<file path="src/rtl/tlbpt_pkg.sv">
// Shared types and constants for the TLB and page-table translation unit.
package tlbpt_pkg;

  localparam int ADDR_W = 16;
  localparam int PAGE_W = 8;
  localparam int OFF_W  = 8;

  // Reset value of the TLB victim LFSR
  localparam logic [15:0] LFSR_SEED = 16'hACE1;

  typedef logic [PAGE_W-1:0] page_t;

  // Update requests from the sequencer to the TLB
  typedef struct packed {
    logic  inv_en;
    page_t inv_page;
    logic  fill_en;
    page_t fill_page;
    page_t fill_frame;
  } tlbpt_tlb_ctl_t;

  // Read addresses and write requests from the sequencer to the tables
  typedef struct packed {
    page_t pf_raddr;
    page_t ow_raddr;
    logic  pf_we;
    page_t pf_waddr;
    page_t pf_wdata;
    logic  pv_set;
    page_t pv_set_page;
    logic  pv_clr;
    page_t pv_clr_page;
    logic  ow_we;
    page_t ow_waddr;
    page_t ow_wdata;
  } tlbpt_tab_ctl_t;

endpackage

</file>
<file path="src/rtl/tlbpt_tables.sv">
// Page table and frame-owner memories with their valid bits.
module tlbpt_tables import tlbpt_pkg::*; #(
  parameter int FRAME_COUNT = 256
) (
  input  logic           clk,
  input  logic           rst_n,
  input  tlbpt_tab_ctl_t ctl,
  output page_t          pf_rdata,
  output page_t          ow_rdata,
  output logic [255:0]   page_valid
);

  localparam int FW = (FRAME_COUNT > 1) ? $clog2(FRAME_COUNT) : 1;

  page_t                  pf_mem [256];
  page_t                  ow_mem [FRAME_COUNT];
  logic [255:0]           pv_r;
  logic [FRAME_COUNT-1:0] ow_vld_r;
  page_t                  pf_q_r, ow_q_r;
  logic                   ow_hit_r;

  // Page-frame memory: one write, one registered read
  always_ff @(posedge clk) begin
    if (ctl.pf_we) begin
      pf_mem[ctl.pf_waddr] <= ctl.pf_wdata;
    end
    pf_q_r <= pf_mem[ctl.pf_raddr];
  end

  // Frame-owner memory: one write, one registered read
  always_ff @(posedge clk) begin
    if (ctl.ow_we) begin
      ow_mem[ctl.ow_waddr[FW-1:0]] <= ctl.ow_wdata;
    end
    ow_q_r <= ow_mem[ctl.ow_raddr[FW-1:0]];
  end

  // Valid bits: owners never written read as page zero
  always_ff @(posedge clk) begin
    if (!rst_n) begin
      pv_r     <= '0;
      ow_vld_r <= '0;
      ow_hit_r <= 1'b0;
    end else begin
      if (ctl.pv_clr) begin
        pv_r[ctl.pv_clr_page] <= 1'b0;
      end
      if (ctl.pv_set) begin
        pv_r[ctl.pv_set_page] <= 1'b1;
      end
      if (ctl.ow_we) begin
        ow_vld_r[ctl.ow_waddr[FW-1:0]] <= 1'b1;
      end
      ow_hit_r <= ow_vld_r[ctl.ow_raddr[FW-1:0]];
    end
  end

  assign pf_rdata   = pf_q_r;
  assign ow_rdata   = ow_hit_r ? ow_q_r : '0;
  assign page_valid = pv_r;

endmodule

</file>
<file path="config.mk">
export PLATFORM = sky130hd
export DESIGN_NAME = tlbpt_tables
export DESIGN_NICKNAME = d
export VERILOG_FILES = /design/src/rtl/tlbpt_pkg.sv /design/src/rtl/tlbpt_tables.sv
export SDC_FILE = /design/constraint.sdc
export NUM_CORES = 2
export LEC_CHECK = 0
export BUFFER_PORTS_ARGS = -buffer_cell sky130_fd_sc_hd__buf_2
export CAP_MARGIN = 20
export CORE_ASPECT_RATIO = 1.5
export CORE_MARGIN = 10
export CORE_UTILIZATION = 55
export CTS_CLUSTER_SIZE = 28
export DETAILED_ROUTE_END_ITERATION = 16
export GPL_ROUTABILITY_DRIVEN = 1
export PLACE_DENSITY = 0.74
export SETUP_SLACK_MARGIN = 0.2
export SYNTH_ARGS = -nofsm -noshare
export SYNTH_HDL_FRONTEND = slang
export SYNTH_SLANG_ARGS = --single-unit
export TNS_END_PERCENT = 20
</file>
<file path="constraint.sdc">
create_clock -name clk -period 7.6 [get_ports clk]
set_clock_uncertainty 0.1 [all_clocks]
set_input_delay 1.14 -clock clk [delete_from_list [all_inputs] [get_ports clk]]
set_output_delay 1.14 -clock clk [all_outputs]
set_load 0.02 [all_outputs]
</file>
**Yosys cells after proc, flatten, opt, wreduce, memory -nomap -nowiden**

Memory sizes are Yosys's and may differ from the RTL's. A register that Yosys moved wholly into a read port is not among the register bits.
Cells that the tools add are included.

- Register bits after elaboration: 513
- RAM bits: 4096
- Bits of input ports: 70
- Output and inout port bits: 272
- Word-level logic and storage cells: 35
- Memories kept: 2

Memories:

| name | depth | bits a word | read ports | clocked after memory_dff | write ports | line | RTL |
|---|---|---|---|---|---|---|---|
| ow_mem | 256 | 8 | 1 | 1 | 1 | tlbpt_tables.sv:16 | `page_t ow_mem [FRAME_COUNT];` |
| pf_mem | 256 | 8 | 1 | 1 | 1 | tlbpt_tables.sv:15 | `page_t pf_mem [256];` |

- $lt $le $gt $ge: 7
- Mux-type cells: 16
- Bitwise gates (word level): 4
- Reductions and logical operators: 3

Operators by type and width:

| operator | count |
|---|---|
| $mux W256 | 3 |
| $or A256 B256 Y256 | 2 |
| $and A256 B256 Y256 | 1 |
| $not A256 Y256 | 1 |
| $lt A8 B9 Y1 const B | 4 |
| $demux W1 S8 | 3 |
| $ge A8 B1 Y1 const B | 3 |
| $bmux W1 S8 | 1 |
| $mux W1 | 8 |
| $mux W8 | 1 |
| $logic_and A1 B1 Y1 | 3 |

**Logic depth before layout (Yosys ltp)**

- Word-level depth: 10
- Mapped depth: 13

**Worst setup path after synthesis**

Ideal clock, no wire load.

- Kind: input -> register
- From: in ctl[48] (netlist name)
- To: mem pf_mem[88][0] (netlist name) (enable)
- Setup time: 0.383 ns
- Data arrival time: 2.938 ns
- Data required time: 7.117 ns
- Slack: 4.179 ns
- Cell stages on the path: 5
- Buffers on the path: 1
- Cell sequence: clkbuf_1 -> nor2b_1 -> nand3_1 -> or3b_2 -> nor3_1

RTL lines:

| item | line | RTL |
|---|---|---|
| start, declared | tlbpt_tables.sv:7 | `input tlbpt_tab_ctl_t ctl,` |
| end, declared | tlbpt_tables.sv:15 |  |

No word-level cell before the write port.

==> summary.md <==
| Metric | Value |
|---|---|
| Internal reg-to-reg setup slack | 4620 ps |
| Initial antenna violation count | 22 |
| Initial core utilization | 55.3% |
| Max frequency | 0.251 GHz |
| Synth top area cells | edfxtp_1 (69%), mux4_2 (16%), dfxtp_1 (5.9%) |
| Final Hold Vio Count | 0 |
| Final Cycle Share | 52.4% |
| Critical Path RT | 8300 ps |
| Die Width | between 400 and 500 um |
| Die area | 348000 um2 |
| Post-Syn Nets | 8815 |
| WL final | between 400000 and 500000 um |
| Startpoint types | input pin |
| Die height | just over 700 um |
| Peak VDD IR | 0.000291 V |
| Final instance area | about 200000 um2 |
| Clock Sinks | 4625 |
| YS warnings | 0 |
| Register Area | 134000 um2 |
| Most frequent cells after synthesis | edfxtp_1 (4096), mux4_2 (1246), nor2_1 (563), dfxtp_1 (529), nand2_1 (373) |
| Syn Std Cell Area | 178000 um2 |
| Max cap viols | 0 |
| Number of flops mapped to enable cells by yosys | 4096 |
| Initial DRC count | around 10k |
| Hold slack | 360 ps |
| Antenna viol nets, final | 0 |
| Reg2reg start | pf_mem[95][0] |
| Skew-Pair Late Insertion Delay | 950 ps |
| Core Area | 322000 um2 |
| CTS max path bufs | 4 |
| DP Area | 184000 um2 |
| Pwr Density | 260 nW/um2 |
| Hold Buf Count CTS | 0 |
| Largest area contributor in the netlist | edfxtp_1 |
| Hold Path Class | flip-flop to flip-flop |
| DRC Markers | 0 |
| RSZ-0062 raised after global routing | no |
| Synth async-reset ratio | 0% |
| Min Tclk post-route | 3980 ps |
| Final RePlAce weighted congestion | 0.881 |
| Leak | 62.4 nW |
| CP Max Fanout | 50 |
| WL/cell | 32.1 um |
| Detailed Place HPWL | between 200000 and 300000 um |
| Ys flop type | edfxtp_1 |
| Status | complete, no violations |
| Multi-input gate area | 41900 um2 |
| Routed vias | 89.8k |
| Yosys reg bits | 4625 |
| Vias/cell | 6.51 |
| Total CTS buffers | 415 |
| Slew @ Worst Pin | 1230 ps |
| TNS Setup | 0 ps |
| Clock-pin slew on the worst setup and hold paths | 70 ps |
| Overall global routing resource usage | 25.1% |
| Post-synth cell types | 59 |
| Final slew viol count | 0 |
| Yosys top cell area share | 69.0% |
| P&R area growth vs syn | 11.6% |
| Max_slew headroom | 18.2% |
| Fraction of layout cells with a size suffix above 1 | 26.4% |
| Synth Instances | between 8k and 9k |
| Element type at the critical path end | flip-flop |
| Hold Crit Endpoint | ow_vld_r[82] |
| Setup bufs post-CTS | 0 |
| Fin nets | 9239 |
| Pin count of the biggest net entering global routing | 201 |
| Syn_area_per_cell | 20.4 um2 |
| Root buf cell | clkbuf_16 |
| Remaining global-route overflow | 0 |
| Crit path arrival time | 4690 ps |
| H-tree depth | 5 |
| Worst R2R End | pf_rdata[0] |
| Site row count | 255 |
| DR pass1 iterations | 6 |
| Final Util | 61.7% |
| Min-Delay Startpoint | ow_vld_r[82] |
| # IOs | 342 |
| Setup CP Type | input pin to flip-flop |
| CTS tree | built |
| Setup violations, final | 0 |
| Vias in the first global route | 92.5k |
| Register area share after synthesis | 75.0% |
| CTS resizes | 0 |
| First-pass GRT wire length | 646000 um |
| Fill cells | 21.6k |
| PortBufs | 341 |
| Most common cell in the netlist | edfxtp_1 |
| Reg2reg path depth | 5 |
| Hold Crit Depth | 1 |
[metrics by stage]
step	setup slack (ps)	total power, W	instances
finish	3620	0.0517	13800
global route	3480	0.0529	13800
CTS	3650	0.0519	13700
detailed placement	2640	0.0306	13000
global placement	2570	0.0305	12900
floorplan	4180	0.0296	8745
[worst max-delay path: stages]
cell and delay (ps):
buf_4 640, buf_4 640, nand2_1 340, nor2_1 210, nand2_1 310, o22ai_1 650, or4_1 550, nor4b_1 110
[routing by layer]
metal	GRT usage [%]	routed length [um]	part of all wire [%]	vias up
li1	-	-	-	36800
met4	13.7	29300	6.6	16
met5	0	108	0.024	-
met1	29.3	147000	33	47100
met2	44.7	233000	53	4732
met3	3.92	32800	7.4	1138
[flip-flops by register name, indices dropped and copies added (netlist names)]
signal and flops:
ow_hit_r 1, pf_rdata 8, ow_mem 2048, ow_vld_r 256
pf_mem 2048, page_valid 256, ow_q_r 8
[cells in the final DEF (no fill, tap or decap), drive strengths merged, types with 12 or more instances in the layout]
| cell | netlist | layout |
|---|---|---|
| nor3 | 23 | 23 |
| a211oi | 13 | 13 |
| nand4 | 21 | 21 |
| nand2 | 373 | 373 |
| a21boi | 258 | 258 |
| inv | 4 | 23 |
| clkinvlp | 0 | 19 |
| diode | 0 | 24 |
| nor2 | 563 | 563 |
| nand2b | 17 | 17 |
| mux2i | 85 | 85 |
| bufinv | 0 | 53 |
| clkbuf | 288 | 550 |
| a22oi | 26 | 26 |
| buf | 239 | 516 |
| nand3 | 48 | 48 |
| o22ai | 139 | 139 |
| nor4 | 17 | 17 |
| dfxtp | 529 | 529 |
| clkinv | 1 | 147 |
| o21a | 256 | 256 |
| nor2b | 37 | 37 |
| mux2 | 70 | 70 |
| o221ai | 12 | 12 |
| edfxtp | 4096 | 4096 |
| mux4 | 1263 | 1263 |
| o21ai | 259 | 259 |
[cells by family (layout without fill, tap and decap cells)]
group                  count (synthesis)  count (layout)  synth area share [%]
and+or+nand+nor                     1178            1178                  2.84
AOI/OAI and AO/OA                    992             992                  3.72
other                                  0              24                     0
muxes                               1418            1418                  16.9
DFF                                 4625            4625                  75.0
buffers and inverters                532            1308                  1.55
[worst max path at each step]
stage                     startpoint       endpoint  cells past startpoint
after detailed placement     ctl[52]      ow_q_r[6]                      7
after global placement       ctl[60]    pf_rdata[0]                      8
after floorplan              ctl[48]  pf_mem[88][0]                      5
after global routing         ctl[52]      ow_q_r[6]                      8
final                        ctl[55]      ow_q_r[6]                      8
after CTS                    ctl[52]      ow_q_r[6]                      7
[layout make-up]
cell class,count,area share [%]
antenna,24,0.0302
inverter,5,0.0120
clock inverter,237,1.42
tap,4240,2.67
multi-input combinational,3588,21.1
clock buffer,532,5.64
timing repair buffer,534,1.98
sequential,4625,67.2
[where the power goes]
part / switching, W / total [W] / internal [W]
Sequential: 0.0000378 / 0.0277 / 0.0277
Clock: 0.00932 / 0.0216 / 0.0123
Combinational: 0.00145 / 0.00232 / 0.000872
Power figures use the tool's default switching activity.
