[src/rtl/tlbpt_pkg.sv]
// Shared types and constants for the TLB and page-table translation unit.
package tlbpt_pkg;

  localparam int ADDR_W = 16;
  localparam int PAGE_W = 8;
  localparam int OFF_W  = 8;

  // Reset value of the TLB victim LFSR
  localparam logic [15:0] LFSR_SEED = 16'hACE1;

  typedef logic [PAGE_W-1:0] page_t;

  // Update requests from the sequencer to the TLB
  typedef struct packed {
    logic  inv_en;
    page_t inv_page;
    logic  fill_en;
    page_t fill_page;
    page_t fill_frame;
  } tlbpt_tlb_ctl_t;

  // Read addresses and write requests from the sequencer to the tables
  typedef struct packed {
    page_t pf_raddr;
    page_t ow_raddr;
    logic  pf_we;
    page_t pf_waddr;
    page_t pf_wdata;
    logic  pv_set;
    page_t pv_set_page;
    logic  pv_clr;
    page_t pv_clr_page;
    logic  ow_we;
    page_t ow_waddr;
    page_t ow_wdata;
  } tlbpt_tab_ctl_t;

endpackage

[src/rtl/tlbpt_vmod.sv]
// Remainder of the victim LFSR by the number of TLB entries, by reciprocal multiplication.
module tlbpt_vmod import tlbpt_pkg::*; #(
  parameter int TLB_ENTRIES = 16
) (
  input  logic                                         clk,
  input  logic                                         rst_n,
  input  logic                                         start,
  input  logic [15:0]                                  value,
  output logic [(TLB_ENTRIES > 1 ? $clog2(TLB_ENTRIES) : 1)-1:0] rem,
  output logic                                         done
);

  localparam int IW = (TLB_ENTRIES > 1) ? $clog2(TLB_ENTRIES) : 1;
  localparam int SH = 16 + $clog2(TLB_ENTRIES);
  // Rounded-up reciprocal, exact for every 16-bit value
  localparam logic [39:0] RECIP =
    ((40'd1 << SH) + 40'(TLB_ENTRIES) - 40'd1) / 40'(TLB_ENTRIES);
  localparam logic [16:0] RECIP_M = RECIP[16:0];
  localparam logic [15:0] DIVISOR = 16'(TLB_ENTRIES);

  logic [15:0]   val_r, val_nxt;
  logic [15:0]   q_r, q_nxt;
  logic [IW-1:0] rem_r, rem_nxt;
  logic [1:0]    cnt_r, cnt_nxt;
  logic [32:0]   prod;
  logic [15:0]   diff;

  assign prod = 33'(val_r) * 33'(RECIP_M);
  assign diff = val_r - q_r * DIVISOR;

  // Quotient step, then remainder step from the registered quotient
  always_comb begin
    val_nxt = val_r;
    q_nxt   = q_r;
    rem_nxt = rem_r;
    cnt_nxt = cnt_r;
    if (start) begin
      val_nxt = value;
      cnt_nxt = 2'd2;
    end else if (cnt_r == 2'd2) begin
      q_nxt   = 16'(prod >> SH);
      cnt_nxt = 2'd1;
    end else if (cnt_r == 2'd1) begin
      rem_nxt = diff[IW-1:0];
      cnt_nxt = 2'd0;
    end
  end

  always_ff @(posedge clk) begin
    if (!rst_n) begin
      val_r <= LFSR_SEED;
      q_r   <= '0;
      rem_r <= '0;
      cnt_r <= 2'd2;
    end else begin
      val_r <= val_nxt;
      q_r   <= q_nxt;
      rem_r <= rem_nxt;
      cnt_r <= cnt_nxt;
    end
  end

  assign rem  = rem_r;
  assign done = (cnt_r == 2'd0);

endmodule

[src/rtl/tlbpt_tlb.sv]
// Fully associative TLB with free-entry refill and LFSR victim choice.
module tlbpt_tlb import tlbpt_pkg::*; #(
  parameter int TLB_ENTRIES = 16
) (
  input  logic           clk,
  input  logic           rst_n,
  input  page_t          look_page,
  input  tlbpt_tlb_ctl_t ctl,
  output logic           hit,
  output page_t          hit_frame,
  output logic           fill_ready
);

  localparam int IW = (TLB_ENTRIES > 1) ? $clog2(TLB_ENTRIES) : 1;

  logic [TLB_ENTRIES-1:0] valid_r;
  page_t                  page_r  [TLB_ENTRIES];
  page_t                  frame_r [TLB_ENTRIES];
  logic [15:0]            lfsr_r, lfsr_nxt;

  logic          inv_hit, free_any, mod_done;
  logic [IW-1:0] hit_idx, inv_idx, free_idx, vic_idx, slot;

  // Lowest-index match, lowest-index invalidation match, lowest free entry
  always_comb begin
    hit      = 1'b0;
    hit_idx  = '0;
    inv_hit  = 1'b0;
    inv_idx  = '0;
    free_any = 1'b0;
    free_idx = '0;
    for (int i = TLB_ENTRIES - 1; i >= 0; i--) begin
      if (valid_r[i] && page_r[i] == look_page) begin
        hit     = 1'b1;
        hit_idx = IW'(i);
      end
      if (valid_r[i] && page_r[i] == ctl.inv_page) begin
        inv_hit = 1'b1;
        inv_idx = IW'(i);
      end
      if (!valid_r[i]) begin
        free_any = 1'b1;
        free_idx = IW'(i);
      end
    end
  end

  assign hit_frame  = frame_r[hit_idx];
  assign slot       = free_any ? free_idx : vic_idx;
  assign fill_ready = free_any || mod_done;
  assign lfsr_nxt   = {lfsr_r[0] ^ lfsr_r[2] ^ lfsr_r[3] ^ lfsr_r[5], lfsr_r[15:1]};

  // Invalidate an evicted page, then refill on a miss and step the LFSR on a random replacement
  always_ff @(posedge clk) begin
    if (!rst_n) begin
      valid_r <= '0;
      lfsr_r  <= LFSR_SEED;
    end else begin
      if (ctl.inv_en && inv_hit) begin
        valid_r[inv_idx] <= 1'b0;
      end
      if (ctl.fill_en) begin
        valid_r[slot] <= 1'b1;
        if (!free_any) begin
          lfsr_r <= lfsr_nxt;
        end
      end
    end
  end

  // Entry payload
  always_ff @(posedge clk) begin
    if (ctl.fill_en) begin
      page_r[slot]  <= ctl.fill_page;
      frame_r[slot] <= ctl.fill_frame;
    end
  end

  tlbpt_vmod #(.TLB_ENTRIES(TLB_ENTRIES)) u_vmod (
    .clk   (clk),
    .rst_n (rst_n),
    .start (ctl.fill_en && !free_any),
    .value (lfsr_nxt),
    .rem   (vic_idx),
    .done  (mod_done)
  );

endmodule

[config.mk]
export PLATFORM = sky130hd
export DESIGN_NAME = tlbpt_tlb
export DESIGN_NICKNAME = d
export VERILOG_FILES = /design/src/rtl/tlbpt_pkg.sv /design/src/rtl/tlbpt_vmod.sv /design/src/rtl/tlbpt_tlb.sv
export SDC_FILE = /design/constraint.sdc
export NUM_CORES = 1
export LEC_CHECK = 0
export BUFFER_PORTS_ARGS = -buffer_cell sky130_fd_sc_hd__buf_4
export CAP_MARGIN = 20
export CORE_MARGIN = 3
export CORE_UTILIZATION = 65
export CTS_CLUSTER_DIAMETER = 200
export DETAILED_ROUTE_END_ITERATION = 12
export PLACE_DENSITY = 0.79
export SYNTH_ARGS = -nofsm -noshare
export SYNTH_HDL_FRONTEND = slang
export SYNTH_SLANG_ARGS = --single-unit
[constraint.sdc]
create_clock -name clk -period 6.1 [get_ports clk]
set_clock_uncertainty 0.15 [all_clocks]
set_input_delay 1.22 -clock clk [delete_from_list [all_inputs] [get_ports clk]]
set_output_delay 1.22 -clock clk [all_outputs]
set_load 0.02 [all_outputs]
# Word level (Yosys, flattened, before mapping)
# Memory sizes are Yosys's and may differ from the RTL's.
# Index checks and enable logic that the tools add are counted.
dict set report word_totals {
  regBits 42
  input_bits 36
  memories 2
  mem_bits_rw 256
}
dict set report op_classes {
  eq_ne 34
  reduce_logical 43
  addsub 1
  n_bitwise 10
  mux 108
  order_cmp 4
}
# memory words width read_ports rd_clocked_by_memory_dff wr line
set memory_table {}
lappend memory_table {frame_r 16 8 1 0 1 tlbpt_tlb.sv:18} ;# page_t frame_r [TLB_ENTRIES];
lappend memory_table {page_r 16 8 16 0 1 tlbpt_tlb.sv:17} ;# page_t page_r [TLB_ENTRIES];
# op count
set ops {}
lappend ops {{$eq 8x8->1} 32}
lappend ops {{$mux 4} 49}
lappend ops {{$mux 1} 52}
lappend ops {{$mux 16} 3}
lappend ops {{$logic_and 1x1->1} 36}
lappend ops {{$and 16x16->16} 1}
lappend ops {{$not 16->16} 1}
lappend ops {{$or 16x16->16} 1}
lappend ops {{$lt 4x5->1 const B} 2}
lappend ops {{$demux 1 s4} 2}
lappend ops {{$ge 4x1->1 const B} 2}
lappend ops {{$mux 2} 2}
lappend ops {{$not 1->1} 4}
lappend ops {{$sub 4x1->4 const B} 1}
lappend ops {{$reduce_and 3->1} 1}
lappend ops {{$xor 1x1->1} 3}
lappend ops {{$eq 2x1->1 const B} 1}
lappend ops {{$eq 2x2->1 const B} 1}
lappend ops {{$logic_not 2->1} 1}
lappend ops {{$reduce_and 2->1} 1}
lappend ops {{$reduce_bool 2->1} 1}
lappend ops {{$reduce_or 2->1} 1}
lappend ops {{$logic_not 1->1} 1}
lappend ops {{$logic_or 1x1->1} 1}

# Logic depth before layout (Yosys ltp)
# Gate-level depths: netlist (run 1).
# An unclocked memory read counts as a cell.
dict set report logic_depth {
  ltp_word 29
  mapped_depth 14
  ltp_nobuf 10
}

# By module
# From an unflattened synthesis (run 1), not the netlist that was laid out.
dict set report unflattened {
  hier_cells 1129
  area_unflattened_um2 14323.7
}
# module cells_each seq_area_each_um2 area_per_inst_um2 n_inst
set by_module_without_submodules {}
lappend by_module_without_submodules {tlbpt_tlb 1087 8328.0 13880.8 1}
lappend by_module_without_submodules {tlbpt_vmod 42 200.2 442.9 1}

# Worst setup path before layout (run 1)
# OpenSTA, ideal clock, no wires.
dict set report synth_timing {
  path_kind {input port to output port}
  start {in look_page[7]}
  end {out hit_frame[0]}
  arrival_ns 3.617
  path_buffers 4
  path_stages 13
  setup_slack_ns 1.113
  cell_sequence {buf_2 > buf_6 > xnor2_1 > nand3_1 > o31ai_1 > nor3_2 > a211o_1 > buf_6 > buf_8 > mux2_4 > nor2_2 > a21oi_1 > a221o_1}
}
dict set report synth_via {
  elab_chain_cells 19
  word_cells_on_any_way 49
}
# element line
set synth_rtl {}
lappend synth_rtl {{start: declaration} tlbpt_tlb.sv:7} ;# input page_t look_page,
lappend synth_rtl {{$eq 8x8->1} tlbpt_tlb.sv:33} ;# if (valid_r[i] && page_r[i] == look_page) begin
lappend synth_rtl {{$logic_and 1x1->1} tlbpt_tlb.sv:33}
lappend synth_rtl {{$mux 4 (15 in a row)} tlbpt_tlb.sv:33}
lappend synth_rtl {{$mux 4 *} tlbpt_tlb.sv:33}
lappend synth_rtl {{$mem_v2 16x8 *} -}
lappend synth_rtl {{end: declaration} tlbpt_tlb.sv:10} ;# output page_t hit_frame,
# Mark *: on every way between the ends. The rest lies on a longest branch, timed or not.

# Worst setup path in the final report (run 1)
dict set report layout_timing {
  start {in look_page[2]}
  end {out hit_frame[3]}
}
# Same word-level chain as after synthesis.

==> impl_metrics.toml, run 1 <==
[cells_and_area]
fin_nets = 1182
fin_area_um2 = 15800
drive_above_1_share_pct = 12.7
antenna_cells = 0
syn2layout_area_growth_pct = 10.8
instances_no_fill = 1440

[critical_path]
required_ns = 4.73
arrival_ns = 4.49
worst_setup_path_end_kind = "output port"
crit_path_max_fanout = 41
reg2reg_from = "valid_r[11]"
crit_start = "look_page[2]"
crit_path_start_kind = "input port"
path_class = "in2out"

[yosys]
synth_common_cells = "edfxtp_1 (256), xnor2_1 (169), xor2_1 (90)"
async_flop_share_pct = 0
synth_enable_flop_cells = 256
synth_nets = 1133
synth_seq_cells = 294
synth_area_um2 = 14200
synthTopCellsByArea = "edfxtp_1 (54%), xnor2_1 (10%), xor2_1 (5.5%), dfxtp_1 (5.4%), mux2i_1 (3.7%)"
post-synth-top-count-cell = "edfxtp_1"
synthFlopType = "edfxtp_1"
yosys_warnings = 0
netlist.area_leader.share_pct = 54.1
avgSynthCellArea_um2 = 13.0
ys_seq_area_share_pct = 59.4
synth_cell_type_count = 51
synth_top_area_cell = "edfxtp_1"
synthCells = 1094

[sta]
finalSetupViolations = 0
tightest_slew_ns = 1.17
max_freq_mhz = 171
fin_hold_ws_ns = 0.312
drv_slew = 0
relSlewSlack_pct = 21.1
period_minus_slack_ns = 5.86
hold_violations = 0
period_share_pct = 96.0
fin_setup_tns_ns = 0
rsz0062_at_grt = "false"

[clock_network]
cts.path.max_buffers = 3
cts_max_level = 1
root_buffer = "clkbuf_16"
clkLatencyLatePin_ns = 0.54
clk_pin_slew_worst_paths_ns = 0.06
cts_tree = "done"
cts_made_buffers = 29
ctsResizeCount = 0
cts_setup_buffers = 0
clock_sinks = 294
ctsHoldBuffers = 0

[global_route]
grt_max_degree = 49
overflow = 0
met1_usage_pct = 42.3
use_met2_pct = 46.2
grt_pass1_wl_um = 52400
gr-usage-met3_pct = 5.15
grtUsageTotal_pct = 29.2
grt_pass1_vias = 9037
busiest_layer = "met2"
antenna_found_initial = 0

[floorplanning]
rows = 53
top_level_ports = 46
die_x_um = 154
core_region_area_um2 = 21300
start_util_pct = 66.8
dieArea_um2 = 23700
fp.dieH_um = 154

[place]
gp_congestion = 0.906
dp_hpwl_um = 21700
place_area_um2 = 14800
port-buffer-count = 45
placedCellCount = 1382

[routing]
wl_per_cell_um = 24.2
drtIter0Drc = 1051
vias = 9116
post_drt_via_cell_ratio = 6.33
first_pass_iters = 5
routed_wirelength_um = 34800
drc = 0
antenna_left = 0

[status]
status = "complete, no violations"

[power]
p_per_area_nw_per_um2 = 268
ir_worst_vdd_v = 0.000298
p_leak_nw = 5.50

[min_path]
holdCritStartpoint = "lfsr_r[8]"
min_path_type = "reg2reg"

[flow_run]
maxCapViolCount = 0
## where the power goes
part / switching [mW] / internal, mW
Clock: 0.703 / 1.01
Combinational: 0.175 / 0.107
Sequential: 0.0151 / 2.21
## cell type report
| class | count | area [µm²] |
|---|---|---|
| flip-flops and latches | 294 | 8450 |
| fillers | 1368 | 5530 |
| multi-input cells | 738 | 5440 |
| clock buffers | 42 | 785 |
| repair buffers | 70 | 581 |
| well taps | 275 | 344 |
| clock inverters | 11 | 125 |
| inverters | 10 | 37.5 |
## per-stage QoR
stage               utilization (%)  total power, mW  setup slack, ns
CTS                            73.6             4.24            0.291
global placement               69.4             2.54            0.335
global route                   74.0             4.33            0.130
finish                         74.0             4.22            0.245
detailed placement             69.4             2.54            0.308
floorplan                         -             2.45             1.11
## state kept, by name, summed over array words and instances, names as in the netlist
signal and count:
frame_r 128, lfsr_r 13, page_r 128, u_vmod.cnt_r 2, u_vmod.rem 4, u_vmod.val_r 3
valid_r 16
## path summary, 6_finish.rpt
| check | slack [ns] | cells past startpoint | end |
|---|---|---|---|
| worst min-delay path | 0.31 | 2 | lfsr_r[8] |
| worst max-delay path | 0.24 | 13 | hit_frame[3] |
| worst max register to register | 2.43 | 8 | frame_r[6][4] |
| worst min register to register | 0.31 | 2 | lfsr_r[8] |
## critical path: stages
cell and delay [ns]:
buf_4 0.33, xnor2_1 0.20, nand3_1 0.12, nor3_1 0.45, nor2_1 0.15, nand2_1 0.17
a211o_4 0.54, buf_4 0.32, mux2_1 0.34, nor2_1 0.10, a21oi_1 0.05, a221o_1 0.31
buf_4 0.16
## logic make-up (layout without fill, tap and decap cells)
| kind of cell | Yosys count | count (layout) | synth area share (%) |
|---|---|---|---|
| muxes | 85 | 85 | 6.35 |
| adders and majority gates | 3 | 3 | 0.264 |
| DFF | 294 | 294 | 59.4 |
| xor gates and xnor gates | 259 | 259 | 16.0 |
| AOI/OAI and AO/OA | 111 | 111 | 5.40 |
| buffers and inverters | 62 | 133 | 2.71 |
| and+or+nand+nor | 280 | 280 | 9.89 |
## layer usage
metal / wire (µm) / share of wire (%)
met2: 16000 / 46
met1: 14100 / 40
met3: 3750 / 11
met4: 948 / 2.7
met5: 0 / 0
## layout by cell type, fill, tap and decap left out, drive strengths merged, types with 2 or more instances in the layout
master    n
nor4     25
mux2     32
o21ai    10
o21a     28
nor3     30
a221o     8
o31ai     3
o22ai     8
bufinv    3
a21boi    9
a31oi     3
o211ai    5
mux2i    53
nand2b    6
buf      70
or3       8
a21oi    24
xor2     90
and3      5
a211o     3
dfxtp    38
nor2     43
inv      10
nand2    74
nand3    34
clkbuf   42
ha        3
and2      4
nor3b     3
nand4    34
edfxtp  256
xnor2   169
clkinv    8
a211oi    2
nor2b    12
(Power assumes the default switching activity.)
==> run 2, diff against run 1 <==
--- a/config.mk
+++ b/config.mk
@@ -7,5 +7,4 @@
 export LEC_CHECK = 0
 export BUFFER_PORTS_ARGS = -buffer_cell sky130_fd_sc_hd__buf_4
-export CAP_MARGIN = 20
 export CORE_MARGIN = 3
 export CORE_UTILIZATION = 65
==> constraint.sdc (replaced) <==
create_clock -name clk -period 6.1 [get_ports clk]
set_clock_uncertainty 0.15 [all_clocks]
set_input_delay 0.61 -clock clk [delete_from_list [all_inputs] [get_ports clk]]
set_output_delay 0.61 -clock clk [all_outputs]
set_load 0.02 [all_outputs]
==> impl_metrics.toml, run 2 (synthesis gave the netlist of run 1 again) <==
[routing]
vias = 9047
wl_per_cell_um = 24.3
drc = 0
post_drt_via_cell_ratio = 6.32
antenna_left = 0
first_pass_iters = 5
routed_wirelength_um = 34800
drtIter0Drc = 1003

[global_route]
overflow = 0
grtUsageTotal_pct = 29.3
grt_max_degree = 44
grt_pass1_vias = 9015
antenna_found_initial = 0
grt_pass1_wl_um = 52500

[clock_network]
clk_pin_slew_worst_paths_ns = 0.06
clkLatencyLatePin_ns = 0.56
cts_max_level = 1
root_buffer = "clkbuf_16"
clock_sinks = 294
ctsHoldBuffers = 0
cts_made_buffers = 30
ctsResizeCount = 0
cts_setup_buffers = 0
cts_tree = "done"
cts.path.max_buffers = 3

[critical_path]
path_class = "reg2out"
crit_chain = "xnor2_1 > nand4_1 > nor3_1 > a31oi_1 > o211ai_1 > a211o_1 > nand3_2 > buf_4 > mux2_2 > o22ai_1 > a221o_1 > buf_4"
crit_top_cell = "buf_4"
arrival_ns = 4.12
cp_slowest_cell = "nand3_2"
reg2reg_from = "valid_r[11]"
ff2ff_path_depth = 8
required_ns = 5.34
crit_path_start_kind = "flop"
worst_setup_path_end_kind = "output port"
crit_path_max_fanout = 38
r2r_slack_ns = 2.44
r2r-end = "frame_r[6][4]"
slowest_delay_ns = 0.67

[place]
dp_hpwl_um = 21800
port-buffer-count = 45
preCtsSetupSlack_ns = 1.35
gp_congestion = 0.939

[cells_and_area]
final_common_cell = "edfxtp_1"
syn2layout_area_growth_pct = 10.0
largestRegisters = "frame_r (128), page_r (128), valid_r (16)"
drive_above_1_share_pct = 12.4
layout_common_cells = "edfxtp_1 (256), xnor2_1 (169), xor2_1 (90)"
register_area_um2 = 8450
fin_nets = 1173
multi_input_area_um2 = 5440
nFillCells = 1416
antenna_cells = 0

[sta]
fin_setup_tns_ns = 0
tightest_slew_ns = 1.26
period_minus_slack_ns = 4.89
fin_ws_ns = 1.22
max_freq_mhz = 205
rsz0062_at_grt = "false"
finalSetupViolations = 0
drv_slew = 0
period_share_pct = 80.1
relSlewSlack_pct = 15.0
hold_violations = 0

[power]
ir_worst_vdd_v = 0.000257
p_leak_nw = 5.44
p_per_area_nw_per_um2 = 270

[floorplanning]
die_x_um = 154
top_level_ports = 46
start_util_pct = 66.8
core_region_area_um2 = 21300
fp.dieH_um = 154
dieArea_um2 = 23700
rows = 53

[flow_run]
maxCapViolCount = 0

[min_path]
min_to = "frame_r[6][2]"
holdCritStartpoint = "ctl[2]"
min_path_type = "in2reg"
min_path_cells = 1

[status]
status = "complete, no violations"
==> run 2: cell types whose count changed in the layout (fill, tap and decap cells not counted), moves of 3 or more <==
| cell | delta |
|---|---|
| clkbuf_1 | -7 |
| buf_4 | -4 |
| clkinv_1 | +4 |
| clkinv_2 | +3 |
==> run 2: layout make-up <==
| class | instances | share of cell area, % |
|---|---|---|
| Clock inverter | 20 | 1.00 |
| Multi-Input combinational cell | 738 | 34.7 |
| Timing Repair Buffer | 60 | 2.88 |
| Inverter | 10 | 0.240 |
| Sequential cell | 294 | 54.0 |
| Clock buffer | 35 | 4.92 |
| Tap cell | 275 | 2.20 |
==> run 2: power by group <==
group	internal (mW)	switching [mW]	total, mW
Combinational	0.106	0.171	0.277
Sequential	2.21	0.0157	2.22
Clock	0.982	0.740	1.72
==> run 2: stage by stage <==
stage / hold WS, ns / cell area (µm²) / util [%] / power, mW / instances
after floorplan: 0.290 / 14200 / - / 2.45 / 1094
after global placement: 0.299 / 14700 / 69.1 / 2.53 / 1377
after detailed placement: 0.307 / 14700 / 69.1 / 2.54 / 1377
after CTS: 0.185 / 15600 / 73.5 / 4.23 / 1432
after global routing: 0.208 / 15600 / 73.5 / 4.35 / 1432
final: 0.194 / 15600 / 73.5 / 4.22 / 1432
==> run 2: per-layer routing <==
| metal | wire [µm] | share of wire [%] | global-route usage (%) | vias to the layer above |
|---|---|---|---|---|
| met4 | 968 | 2.8 | 9.67 | 0 |
| met5 | 0 | 0 | 0 | - |
| met2 | 15800 | 46 | 45.4 | 505 |
| met3 | 3830 | 11 | 4.76 | 80 |
| li1 | - | - | - | 4058 |
| met1 | 14100 | 41 | 43.1 | 4404 |
==> run 2: worst max-delay path by stage <==
stage | depth (start not counted) | start | slack, ns | to
floorplan | 13 | look_page[7] | 2.33 | hit_frame[0]
global placement | 13 | look_page[6] | 1.44 | hit_frame[3]
detailed placement | 13 | look_page[2] | 1.35 | hit_frame[3]
CTS | 12 | page_r[0][1] | 1.25 | hit_frame[7]
global route | 12 | page_r[6][7] | 0.84 | hit_frame[5]
finish | 12 | page_r[10][5] | 1.22 | hit_frame[3]
==> run 2: worst max-delay path, delay by kind of cell, from the launching register on <==
family / cells / cell delay [ns]
AND/OR/NAND/NOR: 3 / 1.20
multiplexers: 1 / 0.23
AO/OA/AOI/OAI: 5 / 0.82
flip-flops: 1 / 0.44
buffers and inverters: 2 / 0.61
XOR/XNOR: 1 / 0.24
